==> src/rtl/bta_pkg.sv <==
// ----------------------------------------------------------------------------
// bta_pkg
// Shared types and constants for the brightness-to-alpha interpolation core:
// sequencer states, register indexes, item codes and built-in breakpoints.
// ----------------------------------------------------------------------------
package bta_pkg;

    // Sequencer states, one-hot
    typedef enum logic [8:0] {
        ST_IDLE   = 9'b000000001,
        ST_SEARCH = 9'b000000010,
        ST_MUL1   = 9'b000000100,
        ST_DIV1   = 9'b000001000,
        ST_MUL2   = 9'b000010000,
        ST_DIV2   = 9'b000100000,
        ST_DIV3   = 9'b001000000,
        ST_SUM    = 9'b010000000,
        ST_DONE   = 9'b100000000
    } bta_state_t;

    // Configuration register indexes
    localparam logic [2:0] REG_OVERRIDE_ALPHA   = 3'd0;
    localparam logic [2:0] REG_DEBUG_ENABLE     = 3'd1;
    localparam logic [2:0] REG_DEBUG_LOW_LEVEL  = 3'd2;
    localparam logic [2:0] REG_DEBUG_LOW_ALPHA  = 3'd3;
    localparam logic [2:0] REG_DEBUG_HIGH_LEVEL = 3'd4;
    localparam logic [2:0] REG_DEBUG_HIGH_ALPHA = 3'd5;
    localparam logic [2:0] REG_NORMAL_POINTS    = 3'd6;
    localparam logic [2:0] REG_DC_POINTS        = 3'd7;

    // Input item kinds
    localparam logic [1:0] MODE_CONVERT  = 2'd0;
    localparam logic [1:0] MODE_LOAD_NRM = 2'd1;
    localparam logic [1:0] MODE_LOAD_DC  = 2'd2;

    // Result sources
    localparam logic [2:0] SRC_OVERRIDE = 3'd0;
    localparam logic [2:0] SRC_DEBUG    = 3'd1;
    localparam logic [2:0] SRC_NORMAL   = 3'd2;
    localparam logic [2:0] SRC_DC       = 3'd3;
    localparam logic [2:0] SRC_LOAD     = 3'd4;

    localparam int ALPHA_MAX = 2047;
    localparam int ALPHA_MIN = -2048;

    localparam logic [5:0] NORMAL_POINTS_RST = 6'd20;
    localparam logic [5:0] DC_POINTS_RST     = 6'd21;

    // Built-in normal table; slots past the list read as zero
    function automatic logic [15:0] nrm_init_level(input logic [7:0] idx);
        logic [15:0] v;
        case (idx)
            8'd0:    v = 16'd0;
            8'd1:    v = 16'd1;
            8'd2:    v = 16'd2;
            8'd3:    v = 16'd3;
            8'd4:    v = 16'd4;
            8'd5:    v = 16'd6;
            8'd6:    v = 16'd10;
            8'd7:    v = 16'd20;
            8'd8:    v = 16'd30;
            8'd9:    v = 16'd45;
            8'd10:   v = 16'd70;
            8'd11:   v = 16'd100;
            8'd12:   v = 16'd150;
            8'd13:   v = 16'd227;
            8'd14:   v = 16'd300;
            8'd15:   v = 16'd400;
            8'd16:   v = 16'd500;
            8'd17:   v = 16'd600;
            8'd18:   v = 16'd800;
            8'd19:   v = 16'd1023;
            default: v = 16'd0;
        endcase
        return v;
    endfunction

    function automatic logic [7:0] nrm_init_alpha(input logic [7:0] idx);
        logic [7:0] v;
        case (idx)
            8'd0:    v = 8'hff;
            8'd1:    v = 8'hee;
            8'd2:    v = 8'he8;
            8'd3:    v = 8'he6;
            8'd4:    v = 8'he5;
            8'd5:    v = 8'he4;
            8'd6:    v = 8'he0;
            8'd7:    v = 8'hd5;
            8'd8:    v = 8'hce;
            8'd9:    v = 8'hc6;
            8'd10:   v = 8'hb7;
            8'd11:   v = 8'had;
            8'd12:   v = 8'ha0;
            8'd13:   v = 8'h8a;
            8'd14:   v = 8'h80;
            8'd15:   v = 8'h6e;
            8'd16:   v = 8'h5b;
            8'd17:   v = 8'h50;
            8'd18:   v = 8'h38;
            8'd19:   v = 8'h18;
            default: v = 8'h00;
        endcase
        return v;
    endfunction

    // Built-in DC table; slots past the list read as zero
    function automatic logic [15:0] dc_init_level(input logic [7:0] idx);
        logic [15:0] v;
        case (idx)
            8'd0:    v = 16'd0;
            8'd1:    v = 16'd1;
            8'd2:    v = 16'd2;
            8'd3:    v = 16'd3;
            8'd4:    v = 16'd4;
            8'd5:    v = 16'd5;
            8'd6:    v = 16'd6;
            8'd7:    v = 16'd8;
            8'd8:    v = 16'd10;
            8'd9:    v = 16'd15;
            8'd10:   v = 16'd20;
            8'd11:   v = 16'd30;
            8'd12:   v = 16'd45;
            8'd13:   v = 16'd70;
            8'd14:   v = 16'd100;
            8'd15:   v = 16'd120;
            8'd16:   v = 16'd140;
            8'd17:   v = 16'd160;
            8'd18:   v = 16'd180;
            8'd19:   v = 16'd200;
            8'd20:   v = 16'd223;
            default: v = 16'd0;
        endcase
        return v;
    endfunction

    function automatic logic [7:0] dc_init_alpha(input logic [7:0] idx);
        logic [7:0] v;
        case (idx)
            8'd0:    v = 8'hff;
            8'd1:    v = 8'he0;
            8'd2:    v = 8'hd1;
            8'd3:    v = 8'hd0;
            8'd4:    v = 8'hcf;
            8'd5:    v = 8'hc9;
            8'd6:    v = 8'hc7;
            8'd7:    v = 8'hbe;
            8'd8:    v = 8'hb6;
            8'd9:    v = 8'haa;
            8'd10:   v = 8'h9c;
            8'd11:   v = 8'h92;
            8'd12:   v = 8'h7c;
            8'd13:   v = 8'h5c;
            8'd14:   v = 8'h40;
            8'd15:   v = 8'h2c;
            8'd16:   v = 8'h20;
            8'd17:   v = 8'h1c;
            8'd18:   v = 8'h16;
            8'd19:   v = 8'h08;
            8'd20:   v = 8'h00;
            default: v = 8'h00;
        endcase
        return v;
    endfunction

endpackage

==> src/rtl/brightness_to_alpha_interp_core.sv <==
// ----------------------------------------------------------------------------
// brightness_to_alpha_interp_core
// Backlight level to fingerprint-spot overlay alpha, by breakpoint tables
// with a rounded linear step plus a quadratic correction.
// ----------------------------------------------------------------------------
// Usage:
//   s_* carries one item per transfer: a convert (mode 0) or a table load
//   (mode 1 normal, mode 2 DC). Every item gives exactly one transfer on m_*.
//   cfg_we/cfg_addr/cfg_wdata write the setup registers; write them only while
//   no item is in flight.
// Sequencing (accept to result in the output register):
//   load, override and debug exact hits: straight to the result.
//   table lookup: one breakpoint scanned per cycle (at most the point count).
//   interpolation: up to three serial divisions on the one shared divider
//   (1 quotient bit a cycle), plus the ST_MUL1/ST_MUL2 multiply steps and
//   the ST_SUM step.
// One item is in the sequencer at a time; s_tready is high only while it is
// idle. A finished result waits in the output register, so the next item can
// be accepted while the receiver stalls; that item then waits for the
// register to drain before it completes.
// Reset clears the setup registers to their defaults and marks every table
// slot unwritten, so both tables read as their built-in contents at once.
// ----------------------------------------------------------------------------
module brightness_to_alpha_interp_core
    import bta_pkg::*;
#(
    parameter int TABLE_DEPTH = 32,
    parameter int LEVEL_BITS  = 12
) (
    input  logic        clk,
    input  logic        rst_n,
    input  logic        cfg_we,
    input  logic [2:0]  cfg_addr,
    input  logic [11:0] cfg_wdata,
    input  logic        s_tvalid,
    output logic        s_tready,
    // level[11:0], dim_on[12], entry_index[17:13], entry_alpha[25:18], zero pad
    input  logic [31:0] s_tdata,
    // mode[1:0]
    input  logic [1:0]  s_tuser,
    output logic        m_tvalid,
    input  logic        m_tready,
    // alpha[11:0] (signed), zero pad
    output logic [15:0] m_tdata,
    // source[2:0], saturated[3]
    output logic [3:0]  m_tuser
);

    localparam int LW   = LEVEL_BITS;
    localparam int AW   = (TABLE_DEPTH > 1) ? $clog2(TABLE_DEPTH) : 1;
    localparam int DXW  = LW + 1;
    localparam int NW   = 2 * DXW + 1;
    localparam int CNTW = $clog2(NW + 1);
    localparam int SW   = NW + 2;
    localparam logic signed [SW-1:0] SAT_HI = SW'(ALPHA_MAX);
    localparam logic signed [SW-1:0] SAT_LO = SW'(ALPHA_MIN);

    // ------------------------------------------------------------------
    // Input fields
    // ------------------------------------------------------------------
    logic [1:0]  in_mode;
    logic [11:0] in_level;
    logic        in_dim;
    logic [4:0]  in_idx;
    logic [7:0]  in_alpha;
    logic        in_xfer;
    logic        idx_ok;
    logic [LW-1:0] x_in;

    assign in_mode  = s_tuser;
    assign in_level = s_tdata[11:0];
    assign in_dim   = s_tdata[12];
    assign in_idx   = s_tdata[17:13];
    assign in_alpha = s_tdata[25:18];
    assign x_in     = LW'(in_level);
    assign idx_ok   = 9'(in_idx) < 9'(TABLE_DEPTH);

    // ------------------------------------------------------------------
    // Setup registers
    // ------------------------------------------------------------------
    logic [7:0]  ovr_alpha_reg;
    logic        dbg_en_reg;
    logic [11:0] dbg_lo_lv_reg;
    logic [7:0]  dbg_lo_al_reg;
    logic [11:0] dbg_hi_lv_reg;
    logic [7:0]  dbg_hi_al_reg;
    logic [5:0]  nrm_pts_reg;
    logic [5:0]  dc_pts_reg;

    always_ff @(posedge clk or negedge rst_n)
    begin
        if (!rst_n)
        begin
            ovr_alpha_reg <= '0;
            dbg_en_reg    <= 1'b0;
            dbg_lo_lv_reg <= '0;
            dbg_lo_al_reg <= '0;
            dbg_hi_lv_reg <= '0;
            dbg_hi_al_reg <= '0;
            nrm_pts_reg   <= NORMAL_POINTS_RST;
            dc_pts_reg    <= DC_POINTS_RST;
        end
        else if (cfg_we)
        begin
            case (cfg_addr)
                REG_OVERRIDE_ALPHA:   ovr_alpha_reg <= cfg_wdata[7:0];
                REG_DEBUG_ENABLE:     dbg_en_reg    <= cfg_wdata[0];
                REG_DEBUG_LOW_LEVEL:  dbg_lo_lv_reg <= cfg_wdata;
                REG_DEBUG_LOW_ALPHA:  dbg_lo_al_reg <= cfg_wdata[7:0];
                REG_DEBUG_HIGH_LEVEL: dbg_hi_lv_reg <= cfg_wdata;
                REG_DEBUG_HIGH_ALPHA: dbg_hi_al_reg <= cfg_wdata[7:0];
                REG_NORMAL_POINTS:    nrm_pts_reg   <= cfg_wdata[5:0];
                REG_DC_POINTS:        dc_pts_reg    <= cfg_wdata[5:0];
                default:              ;
            endcase
        end
    end

    // ------------------------------------------------------------------
    // Breakpoint memories: {level, alpha} per slot, valid bit per slot.
    // An unwritten slot reads as the built-in entry.
    // ------------------------------------------------------------------
    logic [LW+7:0] nrm_mem [TABLE_DEPTH];
    logic [LW+7:0] dc_mem  [TABLE_DEPTH];
    logic [TABLE_DEPTH-1:0] nrm_vld_reg;
    logic [TABLE_DEPTH-1:0] dc_vld_reg;
    logic [LW+7:0] nrm_rd_reg;
    logic [LW+7:0] dc_rd_reg;
    logic          nrm_rd_vld_reg;
    logic          dc_rd_vld_reg;
    logic [AW-1:0] rd_addr;
    logic [AW-1:0] rd_addr_reg;
    logic [AW-1:0] wr_addr;
    logic          nrm_we;
    logic          dc_we;

    assign wr_addr = AW'(in_idx);
    assign nrm_we  = in_xfer && (in_mode == MODE_LOAD_NRM) && idx_ok;
    assign dc_we   = in_xfer && (in_mode == MODE_LOAD_DC) && idx_ok;

    always_ff @(posedge clk)
    begin
        if (nrm_we)
            nrm_mem[wr_addr] <= {x_in, in_alpha};
        if (dc_we)
            dc_mem[wr_addr] <= {x_in, in_alpha};
        nrm_rd_reg  <= nrm_mem[rd_addr];
        dc_rd_reg   <= dc_mem[rd_addr];
        rd_addr_reg <= rd_addr;
    end

    always_ff @(posedge clk or negedge rst_n)
    begin
        if (!rst_n)
        begin
            nrm_vld_reg    <= '0;
            dc_vld_reg     <= '0;
            nrm_rd_vld_reg <= 1'b0;
            dc_rd_vld_reg  <= 1'b0;
        end
        else
        begin
            if (nrm_we)
                nrm_vld_reg[wr_addr] <= 1'b1;
            if (dc_we)
                dc_vld_reg[wr_addr] <= 1'b1;
            nrm_rd_vld_reg <= nrm_vld_reg[rd_addr];
            dc_rd_vld_reg  <= dc_vld_reg[rd_addr];
        end
    end

    // ------------------------------------------------------------------
    // Sequencer and datapath registers
    // ------------------------------------------------------------------
    bta_state_t state_reg, state_next;
    logic [LW-1:0] x_reg, x_next;
    logic [LW-1:0] xa_reg, xa_next;
    logic [LW-1:0] xb_reg, xb_next;
    logic [7:0]    ya_reg, ya_next;
    logic [7:0]    yb_reg, yb_next;
    logic [AW-1:0] idx_reg, idx_next;
    logic [AW-1:0] last_reg, last_next;
    logic          tbl_reg, tbl_next;
    logic [2:0]    src_reg, src_next;
    logic signed [NW-1:0] num_reg, num_next;
    logic signed [NW-1:0] bf_reg, bf_next;
    logic signed [NW-1:0] sub_reg, sub_next;
    logic signed [11:0]   res_alpha_reg, res_alpha_next;
    logic          res_sat_reg, res_sat_next;
    logic          m_tvalid_reg, m_tvalid_next;
    logic [11:0]   out_alpha_reg;
    logic [2:0]    out_src_reg;
    logic          out_sat_reg;
    logic          out_load;

    // Selected table entry for the slot read last cycle
    logic [LW+7:0] ent_raw;
    logic          ent_vld;
    logic [LW-1:0] ent_lv;
    logic [7:0]    ent_al;
    logic [7:0]    ent_idx8;

    assign ent_idx8 = 8'(rd_addr_reg);
    assign ent_raw  = tbl_reg ? nrm_rd_reg : dc_rd_reg;
    assign ent_vld  = tbl_reg ? nrm_rd_vld_reg : dc_rd_vld_reg;

    always_comb
    begin
        if (ent_vld)
        begin
            ent_lv = ent_raw[LW+7:8];
            ent_al = ent_raw[7:0];
        end
        else if (tbl_reg)
        begin
            ent_lv = LW'(nrm_init_level(ent_idx8));
            ent_al = nrm_init_alpha(ent_idx8);
        end
        else
        begin
            ent_lv = LW'(dc_init_level(ent_idx8));
            ent_al = dc_init_alpha(ent_idx8);
        end
    end

    assign rd_addr = (state_reg == ST_SEARCH) ? AW'(idx_reg + 1'b1) : '0;

    // Last usable slot from the point count: 0 acts as 1, above depth as depth
    logic [5:0]    pts_sel;
    logic [AW-1:0] last_in;

    assign pts_sel = in_dim ? nrm_pts_reg : dc_pts_reg;

    always_comb
    begin
        if (pts_sel == 6'd0)
            last_in = '0;
        else if (9'(pts_sel) > 9'(TABLE_DEPTH))
            last_in = AW'(TABLE_DEPTH - 1);
        else
            last_in = AW'(pts_sel - 6'd1);
    end

    // Differences for the interpolation
    logic signed [DXW-1:0] dy, dx1, dx2, dxb, dxn;

    assign dy  = $signed(DXW'(yb_reg)) - $signed(DXW'(ya_reg));
    assign dx1 = $signed({1'b0, x_reg}) - $signed({1'b0, xa_reg});
    assign dx2 = $signed({1'b0, x_reg}) - $signed({1'b0, xb_reg});
    assign dxb = $signed({1'b0, xb_reg}) - $signed({1'b0, xa_reg});
    assign dxn = $signed({1'b0, xa_reg}) - $signed({1'b0, xb_reg});

    // Shared multiplier: 2*dy*dx1, then 2*dx1*dx2
    logic signed [DXW-1:0]   mul_a, mul_b;
    logic signed [2*DXW-1:0] mul_p;

    assign mul_a = (state_reg == ST_MUL1) ? dy : dx1;
    assign mul_b = (state_reg == ST_MUL1) ? dx1 : dx2;
    assign mul_p = mul_a * mul_b;

    // ------------------------------------------------------------------
    // Shared divider: signed, truncating, one quotient bit per cycle
    // ------------------------------------------------------------------
    logic            div_start_reg, div_start_next;
    logic [CNTW-1:0] div_cnt_reg;
    logic [LW-1:0]   div_rem_reg;
    logic [NW-1:0]   div_quo_reg;
    logic [LW-1:0]   div_den_reg;
    logic            div_neg_reg;
    logic signed [DXW-1:0] div_den_s;
    logic [DXW-1:0]  div_den_abs;
    logic [NW-1:0]   div_num_abs;
    logic [LW:0]     div_shift;
    logic            div_ge;
    logic signed [NW-1:0] div_q;
    logic            div_in_state;
    logic            div_done;

    always_comb
    begin
        case (state_reg)
            ST_DIV2: div_den_s = dy;
            ST_DIV3: div_den_s = dxn;
            default: div_den_s = dxb;
        endcase
    end

    assign div_den_abs = div_den_s[DXW-1] ? DXW'(-div_den_s) : DXW'(div_den_s);
    assign div_num_abs = num_reg[NW-1] ? NW'(-num_reg) : NW'(num_reg);
    assign div_shift   = {div_rem_reg, div_quo_reg[NW-1]};
    assign div_ge      = div_shift >= {1'b0, div_den_reg};
    assign div_q       = div_neg_reg ? -$signed(div_quo_reg) : $signed(div_quo_reg);
    assign div_in_state = (state_reg == ST_DIV1) || (state_reg == ST_DIV2)
                       || (state_reg == ST_DIV3);
    assign div_done    = div_in_state && !div_start_reg && (div_cnt_reg == '0);

    always_ff @(posedge clk or negedge rst_n)
    begin
        if (!rst_n)
            div_cnt_reg <= '0;
        else if (div_start_reg)
            div_cnt_reg <= CNTW'(NW);
        else if (div_cnt_reg != '0)
            div_cnt_reg <= div_cnt_reg - 1'b1;
    end

    always_ff @(posedge clk)
    begin
        if (div_start_reg)
        begin
            div_rem_reg <= '0;
            div_quo_reg <= div_num_abs;
            div_den_reg <= div_den_abs[LW-1:0];
            div_neg_reg <= num_reg[NW-1] ^ div_den_s[DXW-1];
        end
        else if (div_cnt_reg != '0)
        begin
            div_rem_reg <= div_ge ? LW'(div_shift - {1'b0, div_den_reg}) : LW'(div_shift);
            div_quo_reg <= {div_quo_reg[NW-2:0], div_ge};
        end
    end

    // Final sum: ya + round-away(bf/2) + sub, then clamp
    logic [NW-1:0]        bf_mag;
    logic [NW-1:0]        bf_half;
    logic signed [NW-1:0] bf_rnd;
    logic signed [SW-1:0] sum;

    assign bf_mag  = bf_reg[NW-1] ? NW'(-bf_reg) : NW'(bf_reg);
    assign bf_half = NW'(({1'b0, bf_mag} + 1'b1) >> 1);
    assign bf_rnd  = bf_reg[NW-1] ? -$signed(bf_half) : $signed(bf_half);
    assign sum     = SW'($signed({1'b0, ya_reg})) + SW'(bf_rnd) + SW'(sub_reg);

    assign in_xfer  = s_tvalid && s_tready;
    assign out_load = (state_reg == ST_DONE) && (!m_tvalid_reg || m_tready);

    always_comb
    begin
        state_next     = state_reg;
        x_next         = x_reg;
        xa_next        = xa_reg;
        xb_next        = xb_reg;
        ya_next        = ya_reg;
        yb_next        = yb_reg;
        idx_next       = idx_reg;
        last_next      = last_reg;
        tbl_next       = tbl_reg;
        src_next       = src_reg;
        num_next       = num_reg;
        bf_next        = bf_reg;
        sub_next       = sub_reg;
        res_alpha_next = res_alpha_reg;
        res_sat_next   = res_sat_reg;

        case (state_reg)
            ST_IDLE:
            begin
                if (in_xfer)
                begin
                    res_sat_next = 1'b0;
                    x_next       = x_in;
                    if (in_mode != MODE_CONVERT)
                    begin
                        res_alpha_next = '0;
                        src_next       = SRC_LOAD;
                        state_next     = ST_DONE;
                    end
                    else if (ovr_alpha_reg != '0)
                    begin
                        res_alpha_next = 12'(ovr_alpha_reg);
                        src_next       = SRC_OVERRIDE;
                        state_next     = ST_DONE;
                    end
                    else if (dbg_en_reg)
                    begin
                        src_next = SRC_DEBUG;
                        xa_next  = LW'(dbg_lo_lv_reg);
                        xb_next  = LW'(dbg_hi_lv_reg);
                        ya_next  = dbg_lo_al_reg;
                        yb_next  = dbg_hi_al_reg;
                        if (x_in == LW'(dbg_lo_lv_reg))
                        begin
                            res_alpha_next = 12'(dbg_lo_al_reg);
                            state_next     = ST_DONE;
                        end
                        else if (x_in == LW'(dbg_hi_lv_reg))
                        begin
                            res_alpha_next = 12'(dbg_hi_al_reg);
                            state_next     = ST_DONE;
                        end
                        else
                        begin
                            state_next = ST_MUL1;
                        end
                    end
                    else
                    begin
                        tbl_next   = in_dim;
                        src_next   = in_dim ? SRC_NORMAL : SRC_DC;
                        idx_next   = '0;
                        last_next  = last_in;
                        state_next = ST_SEARCH;
                    end
                end
            end

            ST_SEARCH:
            begin
                // entry idx_reg is on the read port; xa/ya trail one slot behind
                if (ent_lv >= x_reg)
                begin
                    if (idx_reg == '0)
                    begin
                        res_alpha_next = 12'(ent_al);
                        state_next     = ST_DONE;
                    end
                    else
                    begin
                        xb_next    = ent_lv;
                        yb_next    = ent_al;
                        state_next = ST_MUL1;
                    end
                end
                else if (idx_reg == last_reg)
                begin
                    res_alpha_next = 12'(ent_al);
                    state_next     = ST_DONE;
                end
                else
                begin
                    xa_next  = ent_lv;
                    ya_next  = ent_al;
                    idx_next = AW'(idx_reg + 1'b1);
                end
            end

            ST_MUL1:
            begin
                sub_next = '0;
                if (xa_reg == xb_reg)
                begin
                    res_alpha_next = 12'(ya_reg);
                    state_next     = ST_DONE;
                end
                else
                begin
                    num_next   = {mul_p, 1'b0};
                    state_next = ST_DIV1;
                end
            end

            ST_DIV1:
            begin
                if (div_done)
                begin
                    bf_next    = div_q;
                    state_next = (dy == '0) ? ST_SUM : ST_MUL2;
                end
            end

            ST_MUL2:
            begin
                num_next   = {mul_p, 1'b0};
                state_next = ST_DIV2;
            end

            ST_DIV2:
            begin
                if (div_done)
                begin
                    num_next   = div_q;
                    state_next = ST_DIV3;
                end
            end

            ST_DIV3:
            begin
                if (div_done)
                begin
                    sub_next   = div_q;
                    state_next = ST_SUM;
                end
            end

            ST_SUM:
            begin
                if (sum > SAT_HI)
                begin
                    res_alpha_next = 12'(ALPHA_MAX);
                    res_sat_next   = 1'b1;
                end
                else if (sum < SAT_LO)
                begin
                    res_alpha_next = 12'(ALPHA_MIN);
                    res_sat_next   = 1'b1;
                end
                else
                begin
                    res_alpha_next = sum[11:0];
                end
                state_next = ST_DONE;
            end

            ST_DONE:
            begin
                if (out_load)
                    state_next = ST_IDLE;
            end

            default:
            begin
                state_next = ST_IDLE;
            end
        endcase
    end

    assign div_start_next = (state_next != state_reg)
                         && ((state_next == ST_DIV1) || (state_next == ST_DIV2)
                          || (state_next == ST_DIV3));

    always_comb
    begin
        m_tvalid_next = m_tvalid_reg;
        if (out_load)
            m_tvalid_next = 1'b1;
        else if (m_tready)
            m_tvalid_next = 1'b0;
    end

    always_ff @(posedge clk or negedge rst_n)
    begin
        if (!rst_n)
        begin
            state_reg     <= ST_IDLE;
            div_start_reg <= 1'b0;
            m_tvalid_reg  <= 1'b0;
        end
        else
        begin
            state_reg     <= state_next;
            div_start_reg <= div_start_next;
            m_tvalid_reg  <= m_tvalid_next;
        end
    end

    always_ff @(posedge clk)
    begin
        x_reg         <= x_next;
        xa_reg        <= xa_next;
        xb_reg        <= xb_next;
        ya_reg        <= ya_next;
        yb_reg        <= yb_next;
        idx_reg       <= idx_next;
        last_reg      <= last_next;
        tbl_reg       <= tbl_next;
        src_reg       <= src_next;
        num_reg       <= num_next;
        bf_reg        <= bf_next;
        sub_reg       <= sub_next;
        res_alpha_reg <= res_alpha_next;
        res_sat_reg   <= res_sat_next;
        if (out_load)
        begin
            out_alpha_reg <= res_alpha_reg;
            out_src_reg   <= src_reg;
            out_sat_reg   <= res_sat_reg;
        end
    end

    assign s_tready = (state_reg == ST_IDLE);
    assign m_tvalid = m_tvalid_reg;
    assign m_tdata  = {4'b0000, out_alpha_reg};
    assign m_tuser  = {out_sat_reg, out_src_reg};

`ifndef SYNTH
    // load transfers always report a zero, unclamped alpha
    a_load_result: assert property (@(posedge clk) disable iff (!rst_n)
        m_tvalid && (m_tuser[2:0] == SRC_LOAD) |-> (m_tdata[11:0] == '0) && !m_tuser[3])
        else $error("load result carries nonzero alpha or saturation");

    // a clamped result sits exactly at one of the range ends
    a_sat_value: assert property (@(posedge clk) disable iff (!rst_n)
        m_tvalid && m_tuser[3] |->
            (m_tdata[11:0] == 12'(ALPHA_MAX)) || (m_tdata[11:0] == 12'(ALPHA_MIN)))
        else $error("saturated result not at a range limit");

    // load and unused-mode items skip the datapath
    a_load_fast: assert property (@(posedge clk) disable iff (!rst_n)
        in_xfer && (in_mode != MODE_CONVERT) |=> (state_reg == ST_DONE))
        else $error("load item did not go straight to result");

    // the divider only iterates inside a division step
    a_div_owner: assert property (@(posedge clk) disable iff (!rst_n)
        (div_cnt_reg != '0) || div_start_reg |-> div_in_state)
        else $error("divider active outside a division state");

    // an override result is never zero
    a_override_nz: assert property (@(posedge clk) disable iff (!rst_n)
        m_tvalid && (m_tuser[2:0] == SRC_OVERRIDE) |-> (m_tdata[11:0] != '0))
        else $error("override result with zero alpha");
`endif

endmodule

==> config.mk <==
export PLATFORM = sky130hd
export DESIGN_NAME = brightness_to_alpha_interp_core
export DESIGN_NICKNAME = d
export VERILOG_FILES = /design/src/rtl/bta_pkg.sv /design/src/rtl/brightness_to_alpha_interp_core.sv
export SDC_FILE = /design/constraint.sdc
export NUM_CORES = 2
export LEC_CHECK = 0
export BUFFER_PORTS_ARGS = -buffer_cell sky130_fd_sc_hd__buf_4
export CORE_UTILIZATION = 55
export CTS_CLUSTER_DIAMETER = 120
export DETAILED_ROUTE_END_ITERATION = 12
export PLACE_DENSITY_LB_ADDON = 0.3
export SLEW_MARGIN = 5
export SYNTH_ARGS = -nofsm -noshare
export SYNTH_HDL_FRONTEND = slang
export SYNTH_SLANG_ARGS = --single-unit
==> constraint.sdc <==
create_clock -name clk -period 11.6 [get_ports clk]
set_input_delay 0.58 -clock clk [delete_from_list [all_inputs] [get_ports clk]]
set_output_delay 0.58 -clock clk [all_outputs]
set_load 0.005 [all_outputs]
* Word level (Yosys, flattened, before mapping)
Memory sizes are Yosys's and may differ from the RTL's. A register that Yosys moved wholly into a read port is not among the register bits.
Index checks and enable logic that the tools add are counted.
** Operators by class
- Multiplexer cells :: 108
- $add $sub $neg :: 17
- Eq/ne operators :: 44
- Reductions and logical operators :: 50
- Multipliers :: 1
- $lt $le $gt $ge :: 8
- Bitwise logic cells :: 6
** Operators with widths (number)
- $mux W12 :: 28
- $mux W27 :: 8
- $mux W9 :: 14
- $mux W8 :: 15
- $neg A27 Y27 :: 4
- $pmux W27 S3 :: 1
- $pmux W9 S9 :: 1
- $or A32 B32 Y32 :: 2
- $pmux W27 S2 :: 1
- $sub A12 B12 Y13 :: 4
- $mux W5 :: 10
- $pmux W12 S2 :: 2
- $pmux W12 S4 :: 1
- $eq A12 B12 Y1 :: 3
- $pmux W8 S2 :: 2
- $add A28 B27 Y29 :: 1
- $gt A29 B12 Y1 const B :: 1
- $lt A29 B12 Y1 const B :: 1
- $add A27 B1 Y28 const B :: 1
- $add A9 B27 Y28 :: 1
- $reduce_and A7 Y1 :: 4
- $mul A13 B13 Y26 :: 1
- $mux W13 :: 2
- $pmux W13 S2 :: 1
- other kinds (60) :: 125
** Word-level totals
- Input port bits :: 54
- RAM bits :: 1280
- Output and inout bits :: 22
- Memories :: 6
- Word-level logic and storage cells :: 279
- Memory bits (read-only) :: 1088
- Flip-flop bits (word level) :: 371
** Memory list
- dc_mem :: words 32, width 20, read ports 1, clocked after memory_dff 1, wr ports 1, line brightness_to_alpha_interp_core.sv:124 : logic [LW+7:0] dc_mem [TABLE_DEPTH];
- nrm_mem :: words 32, width 20, read ports 1, clocked after memory_dff 1, wr ports 1, line brightness_to_alpha_interp_core.sv:123 : logic [LW+7:0] nrm_mem [TABLE_DEPTH];
- (name not given) :: words 32, width 10, read ports 1, clocked after memory_dff 1, wr ports 0, line bta_pkg.sv:52 : case (idx)
- (name not given) :: words 32, width 8, read ports 1, clocked after memory_dff 1, wr ports 0, line bta_pkg.sv:80 : case (idx)
- (name not given) :: words 32, width 8, read ports 1, clocked after memory_dff 1, wr ports 0, line bta_pkg.sv:109 : case (idx)
- (name not given) :: words 32, width 8, read ports 1, clocked after memory_dff 1, wr ports 0, line bta_pkg.sv:138 : case (idx)

* Longest topological paths before layout
- Depth after elaboration :: 12
- Mapped depth :: 37
- Depth with buffers taken out :: 36

* Least setup slack after synthesis
No wires, ideal clock.
- Path type :: register -> register
- Start point :: reg x_reg[0]
- End point :: reg num_reg[22] (data pin)
- Required time :: 11.344 ns
- Clock period less this slack :: 8.517 ns
- Setup time :: 0.256 ns
- Data arrival time :: 8.261 ns
- Buffers on the path :: 1
- Cell stages (with the launch flop) :: 34
- Setup slack :: 3.083 ns
- Cells stage by stage :: edfxtp_1 -> inv_1 -> ha_1 -> inv_1 -> fa_1 -> a21o_1 -> a21oi_1 -> o21ai_0 -> a21oi_1 -> o21bai_1 -> a211oi_1 -> o21ai_0 -> o211ai_1 -> o221a_2 -> clkbuf_1 -> nand2_1 -> fa_1 -> fa_1 -> inv_1 -> fa_1 -> inv_1 -> fa_1 -> inv_1 -> fa_1 -> inv_1 -> fa_1 -> inv_1 -> ha_1 -> o41ai_1 -> o21ai_0 -> o41ai_1 -> o21ai_0 -> a211o_1 -> a41o_1
** Between the ends
- Word-level cells in the longest chain between the ends :: 5
- Elaborated cells on any way between the ends :: 7
- Classes of those cells :: add/sub (2); mul (1); mux (4)
** Ends and longest elaborated chain
- from (decl) :: line brightness_to_alpha_interp_core.sv:176 : logic [LW-1:0] x_reg, x_next;
- from (signal assigned) :: line brightness_to_alpha_interp_core.sv:548 : x_reg <= x_next;
- $sub A12 B12 Y13 (on tied branches) :: line brightness_to_alpha_interp_core.sv:248, brightness_to_alpha_interp_core.sv:249
- $mux W13 (on tied branches) :: line brightness_to_alpha_interp_core.sv:257, brightness_to_alpha_interp_core.sv:258
- $mul A13 B13 Y26 (*) :: line brightness_to_alpha_interp_core.sv:259 : assign mul_p = mul_a * mul_b;
- $mux W27 :: line brightness_to_alpha_interp_core.sv:440 : if (xa_reg == xb_reg)
- $pmux W27 S3 (*) :: line brightness_to_alpha_interp_core.sv:355 : case (state_reg)
- net num_next[22] :: line brightness_to_alpha_interp_core.sv:185 : logic signed [NW-1:0] num_reg, num_next;
- to (signal assigned) :: line brightness_to_alpha_interp_core.sv:557 : num_reg <= num_next;
- to (decl) :: line brightness_to_alpha_interp_core.sv:185
Mark *: on every way through the listed nets, which the timed path passes. The rest lies on a longest branch. The select of a mux whose other input is x is not followed.
A chain may end at the register's enable or synchronous reset.

* Worst setup path after layout
- Start point :: reg xb_reg[1]
- End point :: reg num_reg[26] (data pin)
** Between the ends
- Word-level cells in the longest chain between the ends :: 5
** Ends and longest elaborated chain
- from (decl) :: line brightness_to_alpha_interp_core.sv:178 : logic [LW-1:0] xb_reg, xb_next;
- from (signal assigned) :: line brightness_to_alpha_interp_core.sv:550 : xb_reg <= xb_next;
- $sub A12 B12 Y13 (*) :: line brightness_to_alpha_interp_core.sv:249 : assign dx2 = $signed({1'b0, x_reg}) - $signed({1'b0, xb_reg});
- $mux W13 (*) :: line brightness_to_alpha_interp_core.sv:258 : assign mul_b = (state_reg == ST_MUL1) ? dx1 : dx2;
- $mul A13 B13 Y26 (*) :: line brightness_to_alpha_interp_core.sv:259
- $mux W27 :: line brightness_to_alpha_interp_core.sv:440
- $pmux W27 S3 (*) :: line brightness_to_alpha_interp_core.sv:355
- net num_next[26] :: line brightness_to_alpha_interp_core.sv:185
Marked as above.

==> flow_summary.ini <==
[synthesis]
netlist.top_cell.by_area = edfxtp_1
synth_edf_count = 1496
muxShareOfSynthArea_pct = 5.26
synth_seq_cells = 1725
synth_top_family_by_area = simple AND/OR/NAND/NOR gates
ys.flop_type = edfxtp_1
ys_warn_count = 0
synthArstFlopShare_pct = 8.29
synthXorXnorAreaFrac_pct = 2.43
syn_area_um2 = 83000
syn_inst = 6720
synth_area_per_cell_um2 = 12.4
seq_area_frac_synth_pct = 60.5
synthTopCellsByCount = edfxtp_1 (1496), nand2_1 (1020), a21oi_1 (541)
synthSimpleGateAreaFrac_pct = 11.0
synth_compound_area_share_pct = 10.3
synth_cell_types = 96
synthMostInstantiatedCell = edfxtp_1
ys_top_cells_by_area = edfxtp_1 (54%), nand2_1 (4.6%), fa_1 (4.3%)
synth_adder_area_share_pct = 7.41
netlist.area_leader.share_pct = 54.1

[timing]
min_period_ps = 10000
rsz0062_at_grt = false
finalSetupTns_ps = 0
finalClockSkew_ps = 64.0
hold_viol_final = 0
max_freq_ghz = 0.100
final.period_utilization_pct = 86.2
slew_headroom_pct = 15.5
finalSetupViolCount = 0
tightest_slew_ps = 1270
slew_viol_final = 0

[cts]
clockRootBuffer = clkbuf_16
cts_tree = yes
clock_path_buffers = 3
cts_buffers = 173
htreeDepth = 4
cts_num_sinks = 1725
clock_latency_ps = 850
ctsResizeCount = 0
clk_pin_slew_ps = 60

[detailed_routing]
drc = 0
routed_wl_um = 237000
viasPerCell = 6.33
drt_iter0_markers = 7517
ant_nets = 0
wl_per_cell_um = 26.5
vias = 56500
dr.pass1.iters = 6

[critical_path]
crit_required_ps = 12110
max_stage_delay_ps = 980
r2r_start = xb_reg[1]
r2r_slack_ps = 1600
crit_fanout = 13
worst_ep_arrival_time_ps = 10510
cp-start-kind = flop
worstReg2RegEnd = num_reg[26]
crit_path_start = xb_reg[1]
crit_end = num_reg[26]
cp-end-kind = flop
worstSetupPathType = reg2reg
crit_slowest_cell = mux2i_1
worstRegToRegCells = 31

[global_routing]
track_usage_pct = 30.9
gr-max-usage-layer = met2
use_met1_pct = 43.4
grt-ovfl-total = 0
grt_pass1_wl_um = 348000
antenna_found_initial = 13
use_met2_pct = 47.6
use_met3_pct = 7.00
grt_max_degree = 148
first_global_vias = 54400

[placed_design]
routabilityCongestion = 0.965
dp_hpwl_um = 151000
io_buffers = 65

[run]
max_cap_violations = 0

[finish]
fin_nets = 7190
area_delta_synth_final_pct = 10.8
reg_top3 = dc_mem x640, nrm_mem x640
drive_gt1_share_pct = 12.6

[die]
die_h_um = 391
rows = 142
die_w_um = 391
start_util_pct = 55.4
die_area_um2 = 153000
io_pins = 76
coreArea_um2 = 150000

[outcome]
status = finished clean

[worst_hold_path]
holdCritPathClass = in2reg
==> worst max-delay path, delay by kind of cell, from the launching register on <==
kind / cells / cell delay [ps]
adder cells (fa/ha/maj): 8 / 3730
AO/OA/AOI/OAI: 13 / 3600
multiplexers: 1 / 980
buffers and inverters: 6 / 540
flip-flops: 1 / 380
AND/OR/NAND/NOR: 2 / 350
XOR/XNOR: 1 / 140
==> worst min-delay path by stage <==
stage               slack, ps         startpoint                 to  cells after the start
floorplan                 280              rst_n         dbg_en_reg                      0
global placement          400   res_alpha_reg[5]   out_alpha_reg[5]                      0
detailed placement        400  res_alpha_reg[10]  out_alpha_reg[10]                      0
CTS                        20           m_tready           m_tvalid                      3
global route               40       cfg_wdata[8]   dbg_hi_lv_reg[8]                      2
finish                     70       cfg_wdata[8]   dbg_hi_lv_reg[8]                      2
==> cells by family after synthesis <==
logic type	count (synthesis)
XOR/XNOR	230
AO/OA/AOI/OAI	1363
multiplexers	310
AND/OR/NAND/NOR	2030
flip-flops	1725
buffers and inverters	676
other	1
adder cells (fa/ha/maj)	385
==> cell type report <==
class | instances | area [um^2]
Fill cell | 11300 | 57700
Sequential cell | 1725 | 50200
Multi-Input combinational cell | 4322 | 30700
Clock buffer | 217 | 4700
Tap cell | 2016 | 2520
Timing Repair Buffer | 207 | 1590
Inverter | 322 | 1220
Clock inverter | 106 | 1120
Antenna cell | 5 | 12.5
==> through the flow <==
stage | setup WS, ps | hold WS (ps) | util (%) | std cells | cell area (um^2)
2_1_floorplan | 3080 | 284 | - | 6723 | 83100
3_3_place_gp | 1880 | 403 | 57.6 | 8591 | 86200
3_5_place_dp | 1690 | 405 | 57.6 | 8591 | 86200
4_1_cts | 1650 | 24.2 | 61.4 | 8915 | 92000
5_1_grt | 871 | 37.1 | 61.4 | 8915 | 92000
6_report | 1600 | 73.7 | 61.5 | 8920 | 92000
==> what timing repair did <==
| action | in CTS | in global routing |
|---|---|---|
| buffers inserted | 0 | 0 |
| endpoints found under the hold margin | 53 | 0 |
| hold buffers | 1 | 0 |
==> placed cells by master, fill, tap and decap left out, types with 26 or more instances in the layout <==
master and instances:
and2_1 36, dfrtp_1 136, mux2i_1 130, a21oi_1 540, xor2_1 90, nand3_1 53, o211ai_1 35, a221oi_1 70
buf_4 203, mux2_2 88, a21o_1 63, nand2_1 1017, mux4_2 92, or4_1 29, clkinv_2 35, ha_1 206
dfxtp_1 86, or3_1 35, nor4_1 77, nand4_1 30, xnor2_1 140, a22oi_1 48, nor2_1 352, clkbuf_1 26
o31ai_1 44, nor3_1 88, clkbuf_16 175, fa_1 178, inv_1 318, nor2_2 45, a211oi_1 50, edfxtp_1 1496
nand2b_1 34, o21ai_0 236, or2_2 75, a211o_1 40, a31oi_1 32, nor2b_1 46
==> layer usage <==
layer,share of wire (%),wire (um)
met1,39,93200
met2,46,108000
met5,0.037,87
met3,11,26700
met4,3.5,8240
Power is not shown: default switching activity piles up to over one toggle a cycle in this logic, so the estimate is an artifact.
